### config.mk
export PLATFORM = sky130hd
export DESIGN_NAME = wrf_divider
export DESIGN_NICKNAME = d
export VERILOG_FILES = /design/src/rtl/wrf_pkg.sv /design/src/rtl/wrf_divider.sv
export SDC_FILE = /design/constraint.sdc
export NUM_CORES = 1
export LEC_CHECK = 0
export ABC_AREA = 1
export ABC_CLOCK_PERIOD_IN_PS = 5050
export BUFFER_PORTS_ARGS = -buffer_cell sky130_fd_sc_hd__buf_2
export CORE_ASPECT_RATIO = 0.7
export CORE_MARGIN = 10
export CORE_UTILIZATION = 45
export DETAILED_ROUTE_END_ITERATION = 12
export PLACE_DENSITY = 0.75
export SLEW_MARGIN = 20
export SYNTH_ARGS = -nofsm -noshare
export SYNTH_HDL_FRONTEND = slang
export SYNTH_SLANG_ARGS = --single-unit
### constraint.sdc
create_clock -name clk -period 5.05 [get_ports clk]
set_input_delay 0.2525 -clock clk [delete_from_list [all_inputs] [get_ports clk]]
set_output_delay 0.2525 -clock clk [all_outputs]
set_load 0.05 [all_outputs]
### src/rtl/wrf_pkg.sv
// Shared constants for the waveform region finder.
`timescale 1ns / 1ps
`default_nettype none
package wrf_pkg;
  localparam int WindowDepth = 4096;
  localparam int AddrBits    = $clog2(WindowDepth);
  localparam int CountBits   = AddrBits + 1;
  localparam int MaxRegions  = 32;
  localparam int RegBits     = $clog2(MaxRegions);
  localparam int TotalBits   = RegBits + 1;
  localparam int SampleBits  = 16;
  localparam int ThrBits     = 15;
  localparam int PadBits     = 12;
  localparam int TailBits    = 8;
  localparam int SumBits     = SampleBits + TailBits + 1;
  localparam int IndexBits   = 12;

  localparam logic [2:0] CFG_START_THR = 3'd0;
  localparam logic [2:0] CFG_END_THR   = 3'd1;
  localparam logic [2:0] CFG_PRE_PAD   = 3'd2;
  localparam logic [2:0] CFG_POST_PAD  = 3'd3;
  localparam logic [2:0] CFG_TAIL      = 3'd4;
endpackage
`default_nettype wire

### src/rtl/wrf_divider.sv
// Restoring divider of a signed tail sum by the tail length, truncating to zero.
`timescale 1ns / 1ps
`default_nettype none
module wrf_divider (
  input  wire logic                          clk,
  input  wire logic                          rst,
  input  wire logic                          go,
  input  wire logic signed [wrf_pkg::SumBits-1:0] dividend,
  input  wire logic [wrf_pkg::CountBits-1:0] divisor,
  output logic                               done,
  output logic signed [wrf_pkg::SumBits-1:0] quotient
);
  import wrf_pkg::*;
  localparam int StepBits = $clog2(SumBits + 1);

  logic                 running;
  logic [StepBits-1:0]  steps;
  logic [SumBits-1:0]   mag;
  logic [SumBits-1:0]   quo;
  logic [CountBits:0]   rem;
  logic [CountBits-1:0] dvs;
  logic                 neg;
  logic [CountBits:0]   trial;
  logic [CountBits:0]   shifted;

  // One quotient bit per cycle.
  always_comb begin
    shifted = {rem[CountBits-1:0], mag[SumBits-1]};
    trial   = shifted - {1'b0, dvs};
  end

  always_ff @(posedge clk) begin
    if (rst) begin
      running <= 1'b0;
      done    <= 1'b0;
    end else begin
      done <= 1'b0;
      if (go) begin
        running <= 1'b1;
        steps   <= StepBits'(SumBits);
        neg     <= dividend[SumBits-1];
        mag     <= dividend[SumBits-1] ? SumBits'(-dividend) : SumBits'(dividend);
        quo     <= '0;
        rem     <= '0;
        dvs     <= divisor;
      end else if (running) begin
        mag <= {mag[SumBits-2:0], 1'b0};
        if (!trial[CountBits]) begin
          rem <= trial;
          quo <= {quo[SumBits-2:0], 1'b1};
        end else begin
          rem <= shifted;
          quo <= {quo[SumBits-2:0], 1'b0};
        end
        steps <= steps - 1'b1;
        if (steps == StepBits'(1)) begin
          running <= 1'b0;
          done    <= 1'b1;
        end
      end
    end
  end

  assign quotient = neg ? -$signed(quo) : $signed(quo);
endmodule
`default_nettype wire

==> impl_summary.log, run 1 <==
INFO  metric worstSkewPairLatency = ~0.34 ns
INFO  metric placement.setup.worst_slack = ~2.3 ns
INFO  metric ctsLongestPathBuffers = 2
INFO  metric min_period_over_period = 0.5228
INFO  metric antenna_found_initial = 0
INFO  metric detail_route.first_pass.iterations = 5
INFO  metric finalNetCount = 789
INFO  metric num_rows = 33
INFO  metric remaining_drc_errors = 0
INFO  metric cap_violations = 0
INFO  metric rsz0062_at_grt = no
INFO  metric wl = approximately 12 mm
INFO  metric placedInstanceArea = roughly 0.0059 mm²
INFO  metric postSynthAreaPerCell = slightly above 8 µm²
INFO  metric route.detailed.wl_per_inst = between 10 and 15 µm
INFO  metric cts_hold_buffers = 0
INFO  metric fin_worst_setup_slack = about 2.4 ns
INFO  metric ant_nets = 0
INFO  metric clkTransAtPathRegs = 0.06 ns
INFO  metric synth-warning-count = 0
INFO  metric io_pins = 67
INFO  metric critical_path_arrival = around 2.4 ns
INFO  metric async_reset_ff_frac = 0
INFO  metric setup.worst_path.start_class = flip-flop
INFO  metric cts_tree = yes
INFO  metric worst-path-max-fanout = 5
INFO  metric first_pass_grt_wire_length = between 15 and 20 mm
INFO  metric postSynthRegisterBits = 84
INFO  metric synth_area = 0.005421 mm²
INFO  metric die_area = 0.01691 mm²
INFO  metric clk_root_buffer_cell = sky130_fd_sc_hd__clkbuf_16
INFO  metric initial_utilization = 0.4623
INFO  metric via_count = about 4400
INFO  metric post_synthesis_cell_type_count = 38
INFO  metric core = approximately 0.012 mm²
INFO  metric run_status = finished clean
INFO  metric cp_data_required_time = approximately 4.8 ns
INFO  metric routabilityCongestion = about 0.89
INFO  metric timing.hold.worst.class = in -> reg
INFO  metric pin_count_of_the_biggest_net_entering_global_routing = 50
INFO  metric number_of_buffers_inserted_by_post_cts_setup_repair = 0
INFO  metric final_hold_violation_count = 0
INFO  metric antenna_cells = 0
INFO  metric commonest_register_cell_after_synthesis = sky130_fd_sc_hd__edfxtp_1
INFO  metric hold-path-cell-count = 1
INFO  metric synth-seq-area-share = 0.4616
INFO  metric detailedPlacementHpwl = just under 9 mm
INFO  metric cts_inserted_buffers = 9
INFO  metric layout.cells.most_common_list = sky130_fd_sc_hd__nand2_1, sky130_fd_sc_hd__inv_1, sky130_fd_sc_hd__nor2_1, sky130_fd_sc_hd__edfxtp_1, sky130_fd_sc_hd__buf_2
INFO  metric design_area = slightly above 0.006 mm²
INFO  metric post_cts_resize_count = 0
INFO  metric synth_edf_count = slightly above 80
INFO  metric worst_pin_slew = ~0.81 ns
INFO  metric fraction_of_final_layout_cells_with_drive_strength_greater_than_1 = 0.1687
INFO  metric vias_per_cell = around 4.9
INFO  metric report.final.slew_viol_count = 0
INFO  metric cts-htree-levels = 3
INFO  metric timing.fmax = between 300 and 400 MHz
INFO  metric finalCriticalPeriod = 2.640 ns
INFO  metric mappedNetlistNets = 724
INFO  metric skew = 0.003604 ns
INFO  metric total_leakage_power = between 0.002 and 0.003 µW
INFO  metric slew_headroom = 0.4585
INFO  metric first_global_vias = approximately 4200
INFO  metric grt_overflow = 0
INFO  metric initialDrtViolationCount = between 200 and 300
INFO  metric placement.io_buffers = 66
INFO  metric post_synth_inst_count = around 670
INFO  metric floorplan_die_width = 151.2 µm
INFO  metric mostFrequentLayoutCell = sky130_fd_sc_hd__nand2_1
INFO  metric post-layout-total-power = 2031 µW
INFO  metric worstSetupPathType = reg -> out
INFO  metric timing.critical_path.to_type = output pin
INFO  metric ir_worst_vdd = around 200 µV
INFO  metric tns = 0 ns
INFO  metric cts_num_sinks = 84
INFO  metric setup_viol_count_final = 0
INFO  metric power.density_cell_area = approximately 330 mW/mm²
INFO  metric die_h = 111.8 µm
INFO  metric ff2ff_path_depth = 11
INFO  metric grt_use_total = 0.1400
INFO  metric synthToLayoutAreaGrowth = 14.72%
-- path summary, 6_finish.rpt --
check / endpoint / slack, ns / startpoint
min reg2reg: mag[22] / 0.52 / mag[21]
max: quotient[20] / 2.41 / quo[1]
min: dvs[4] / 0.09 / divisor[4]
max reg2reg: rem[0] / 2.91 / rem[8]
-- sequential cells by signal (all words and copies together), names as in the netlist --
| signal | flops |
|---|---|
| done | 1 |
| dvs | 13 |
| mag | 25 |
| neg | 1 |
| quo | 25 |
| rem | 13 |
| running | 1 |
| steps | 5 |
-- cell usage after synthesis (2+ instances only) --
master / count / area [µm²]
sky130_fd_sc_hd__nand2_1: 154 / 578.1
sky130_fd_sc_hd__inv_1: 98 / 367.9
sky130_fd_sc_hd__nor2_1: 97 / 364.1
sky130_fd_sc_hd__edfxtp_1: 82 / 2462
sky130_fd_sc_hd__nand3_1: 42 / 210.2
sky130_fd_sc_hd__xor2_1: 37 / 324.1
sky130_fd_sc_hd__o21ai_0: 33 / 165.2
sky130_fd_sc_hd__ha_1: 17 / 212.7
sky130_fd_sc_hd__a21oi_1: 16 / 80.08
sky130_fd_sc_hd__nand2_2: 14 / 87.58
sky130_fd_sc_hd__nor2_2: 12 / 75.07
sky130_fd_sc_hd__clkbuf_1: 7 / 26.28
sky130_fd_sc_hd__nand4_1: 6 / 37.54
sky130_fd_sc_hd__nand3b_1: 5 / 37.54
sky130_fd_sc_hd__nor3_1: 5 / 25.02
sky130_fd_sc_hd__buf_1: 4 / 15.01
sky130_fd_sc_hd__o31ai_1: 4 / 30.03
sky130_fd_sc_hd__xnor2_1: 4 / 35.03
sky130_fd_sc_hd__nand2_4: 3 / 33.78
sky130_fd_sc_hd__a31oi_1: 2 / 12.51
sky130_fd_sc_hd__buf_2: 2 / 10.01
sky130_fd_sc_hd__dfxtp_1: 2 / 40.04
sky130_fd_sc_hd__nor2_4: 2 / 22.52
sky130_fd_sc_hd__nor4_1: 2 / 12.51
sky130_fd_sc_hd__o21ai_1: 2 / 10.01
-- report_power, final --
| part | switching [µW] | internal (µW) |
|---|---|---|
| combinational | 354 | 159 |
| clock | 274 | 387 |
| sequential | 26.8 | 831 |
-- layer usage --
layer | wire length, µm | GRT usage
met1 | 5711 | 0.1932
met2 | 5004 | 0.2034
met4 | 137 | 0.03839
met3 | 810 | 0.04733
met5 | 0 | 0
-- kinds of logic (layout without fill, tap and decap cells) --
logic type	Yosys count	after routing	share of synthesized area
and+or+nand+nor	348	348	0.2848
adders and majority gates	18	18	0.04293
xor gates and xnor gates	41	41	0.06624
AOI/OAI and AO/OA	58	58	0.05793
DFF	84	84	0.4616
buffers and inverters	116	186	0.08655
-- cell type report --
| type | instances | area (µm²) |
|---|---|---|
| Timing Repair Buffer | 71 | 387.9 |
| Tap cell | 157 | 196.4 |
| Inverter | 99 | 371.6 |
| Clock buffer | 10 | 229.0 |
| Sequential cell | 84 | 2502 |
| Fill cell | 1114 | 5507 |
| Multi-Input combinational cell | 465 | 2461 |
| Clock inverter | 6 | 71.32 |
-- worst max-delay path: stages, from the launching register on --
cell and delay, ns:
sky130_fd_sc_hd__edfxtp_1 0.36, sky130_fd_sc_hd__inv_1 0.11, sky130_fd_sc_hd__ha_1 0.17, sky130_fd_sc_hd__nand2_1 0.07, sky130_fd_sc_hd__nor2_1 0.14, sky130_fd_sc_hd__inv_1 0.07, sky130_fd_sc_hd__nor2_2 0.14, sky130_fd_sc_hd__nand3_1 0.14
sky130_fd_sc_hd__nand2_1 0.14, sky130_fd_sc_hd__o21ai_1 0.17, sky130_fd_sc_hd__nand3b_1 0.20, sky130_fd_sc_hd__nand2_1 0.06, sky130_fd_sc_hd__buf_2 0.25
-- through the flow --
step	hold slack [ns]	std cells	utilization
after floorplan	0.3296	665	-
after global placement	0.4312	875	0.5025
after detailed placement	0.4306	875	0.5025
after CTS	0.07100	891	0.5281
after global routing	0.06902	892	0.5304
final	0.08631	892	0.5304
Power figures use the tool's default switching activity.
==> inputs of run 2 (changes only) <==
--- a/config.mk
+++ b/config.mk
@@ -6,7 +6,7 @@
 export NUM_CORES = 1
 export LEC_CHECK = 0
 export ABC_AREA = 1
-export ABC_CLOCK_PERIOD_IN_PS = 5050
+export ABC_CLOCK_PERIOD_IN_PS = 2600
 export BUFFER_PORTS_ARGS = -buffer_cell sky130_fd_sc_hd__buf_2
 export CORE_ASPECT_RATIO = 0.7
 export CORE_MARGIN = 10
==> constraint.sdc (replaced) <==
create_clock -name clk -period 2.6 [get_ports clk]
set_input_delay 0.13 -clock clk [delete_from_list [all_inputs] [get_ports clk]]
set_output_delay 0.13 -clock clk [all_outputs]
set_load 0.05 [all_outputs]
==> run 2 against run 1 <==
Against the previous run:
- sequential cell count did not move
- total power rose by 94%
- hold slack got worse by 0.028 ns
- highest routed layer unchanged
==> impl_summary.log, run 2 (synthesis results as in run 1) <==
INFO  metric run_status = finished clean
INFO  metric timing.rr.end = rem[8]
INFO  metric finalCriticalPeriod = 2.331 ns
INFO  metric worst_pin_slew = 0.5022 ns (-0.3101 ns)
INFO  metric die_area = 0.01691 mm² (unchanged)
INFO  metric num_rows = 33 (unchanged)
INFO  metric timing.hold.worst.class = in -> reg
INFO  metric worstHoldStart = rst
INFO  metric via_count = 4351 (-0.78%)
INFO  metric io_pins = 67 (unchanged)
INFO  metric synthToLayoutAreaGrowth = 17.40%
INFO  metric rsz0062_at_grt = no
INFO  metric post-layout-total-power = 3935 µW (+94%)
INFO  metric grt_use_total = 0.1441 (+0.004057)
INFO  metric antenna_found_initial = 0 (unchanged)
INFO  metric cts_inserted_buffers = 9 (unchanged)
INFO  metric finalNetCount = 803 (+1.8%)
INFO  metric critical_path_arrival = 2.20 ns (-0.19 ns)
INFO  metric report.final.slew_viol_count = 0 (unchanged)
INFO  metric worst-path-max-fanout = 3 (-2)
INFO  metric timing.fmax = approximately 430 MHz
INFO  metric total_leakage_power = 0.002936 µW (+2.0%)
INFO  metric fin_cells = 906 (+1.6%)
INFO  metric placement.io_buffers = 66 (unchanged)
INFO  metric cts-htree-levels = 3 (unchanged)
INFO  metric hold-path-cell-count = 2 (+1)
INFO  metric cap_violations = 0 (unchanged)
INFO  metric cp_data_required_time = 2.47 ns (-2.33 ns)
INFO  metric finalCoreUtilization = 0.5428 (+0.01238)
INFO  metric vias_per_cell = 4.802 (-2.3%)
INFO  metric ff2ff_path_depth = 10 (-1)
INFO  metric layout.cells.most_common_list = sky130_fd_sc_hd__nand2_1, sky130_fd_sc_hd__inv_1, sky130_fd_sc_hd__nor2_1, sky130_fd_sc_hd__edfxtp_1, sky130_fd_sc_hd__buf_2
INFO  metric pin_count_of_the_biggest_net_entering_global_routing = 63 (+26%)
INFO  metric route.detailed.wl_per_inst = 13.21 µm (+1.0%)
INFO  metric final_hold_violation_count = 0 (unchanged)
INFO  metric die_h = 111.8 µm (unchanged)
INFO  metric power.density_cell_area = 618.2 mW/mm² (+89%)
INFO  metric worstSkewPairLatency = 0.33 ns (about the same)
INFO  metric cts_num_sinks = 84 (unchanged)
INFO  metric detail_route.first_pass.iterations = 5 (unchanged)
INFO  metric reg_top3 = mag x25, quo x25
INFO  metric initial_utilization = 0.4623 (unchanged)
INFO  metric min_period_over_period = 0.8966
INFO  metric core = 0.01173 mm² (unchanged)
INFO  metric skew = 0.007412 ns (+0.003808 ns)
INFO  metric antenna_cells = 0 (unchanged)
INFO  metric number_of_buffers_inserted_by_post_cts_setup_repair = 0 (unchanged)
INFO  metric regToRegStartpoint = mag[24]
INFO  metric slew_headroom = 0.6652 (+0.2068)
INFO  metric grt_overflow = 0 (unchanged)
INFO  metric floorplan_die_width = 151.2 µm (unchanged)
INFO  metric clk_root_buffer_cell = sky130_fd_sc_hd__clkbuf_16
INFO  metric first_global_vias = 4104 (-2.7%)
INFO  metric first_pass_grt_wire_length = 19.97 mm (+2.4%)
INFO  metric post-place-cells = 877 (+0.23%)
INFO  metric ctsLongestPathBuffers = 2 (unchanged)
INFO  metric timing.hold.worst_endpoint = done
INFO  metric tns = 0 ns (unchanged)
INFO  metric wl = 11.97 mm (+2.6%)
INFO  metric detailedPlacementHpwl = 8.829 mm (+1.7%)
INFO  metric slack_of_the_worst_reg_to_reg_path = 0.46 ns (-2.45 ns)
INFO  metric fraction_of_final_layout_cells_with_drive_strength_greater_than_1 = 0.1709 (+0.002187)
INFO  metric remaining_drc_errors = 0 (unchanged)
INFO  metric worstSetupPathType = reg -> out
INFO  metric setup_viol_count_final = 0 (unchanged)
INFO  metric clkTransAtPathRegs = 0.06 ns (about the same)
INFO  metric initialDrtViolationCount = 343 (+28%)
INFO  metric crit_start = quo[3]
INFO  metric mostFrequentLayoutCell = sky130_fd_sc_hd__nand2_1
INFO  metric setup.worst_path.start_class = flip-flop
INFO  metric timing.critical_path.to_type = output pin
INFO  metric routabilityCongestion = 0.8979 (+1.4%)
INFO  metric ant_nets = 0 (unchanged)
INFO  metric ir_worst_vdd = 291.6 µV (+48%)
INFO  metric cts_tree = yes
run 2: per-layer routing:
metal | GRT usage | vias up | part of all wire
met5 | 0 | - | 0
met4 | 0.02879 | 0 | 0.0057
met3 | 0.05138 | 5 | 0.069
met2 | 0.2020 | 97 | 0.41
met1 | 0.2076 | 1956 | 0.52
li1 | - | 2293 | -
run 2: how the worst max path moves through the flow:
stage | end
after floorplan | quotient[14]
after global placement | rem[8]
after detailed placement | quotient[20]
after CTS | quotient[20]
after global routing | quotient[20]
final | quotient[23]
run 2: worst max-delay path, cell delays in order, from the launching register on:
cell and delay (ns):
sky130_fd_sc_hd__edfxtp_1 0.41, sky130_fd_sc_hd__inv_1 0.13, sky130_fd_sc_hd__nand2_1 0.09, sky130_fd_sc_hd__nor2_1 0.20, sky130_fd_sc_hd__nand2_1 0.15, sky130_fd_sc_hd__nand2_1 0.14
sky130_fd_sc_hd__o21ai_0 0.14, sky130_fd_sc_hd__a21oi_1 0.18, sky130_fd_sc_hd__xor2_1 0.15, sky130_fd_sc_hd__buf_2 0.28
run 2: power by group:
group	internal [µW]	leakage (µW)	total, µW	switching (µW)
combinational	324	0.00199	1020	695
sequential	1610	0.000806	1660	47.5
clock	739	0.000137	1250	516
run 2: timing repair:
action / CTS / global route
hold endpoints to repair: 13 / 0
resized for setup: 0 / 11
setup endpoints to repair: 0 / 6
hold buffers: 13 / 0
run 2: cell type report:
class | instances | area [µm²]
Clock buffer | 9 | 225.2
Tap cell | 157 | 196.4
Fill cell | 1125 | 5361
Inverter | 99 | 371.6
Clock inverter | 7 | 66.31
Multi-Input combinational cell | 465 | 2475
Timing Repair Buffer | 85 | 528.0
Sequential cell | 84 | 2502
run 2: stage by stage:
step / worst slack, ns / area (µm²) / hold WS (ns)
CTS: 0.08734 / 6341 / 0.04988
global route: 0.00003419 / 6365 / 0.05972
floorplan: 0.4097 / 5433 / 0.2071
global placement: 0.5000 / 5919 / 0.3074
detailed placement: 0.4520 / 5919 / 0.3087
finish: 0.2689 / 6365 / 0.05877
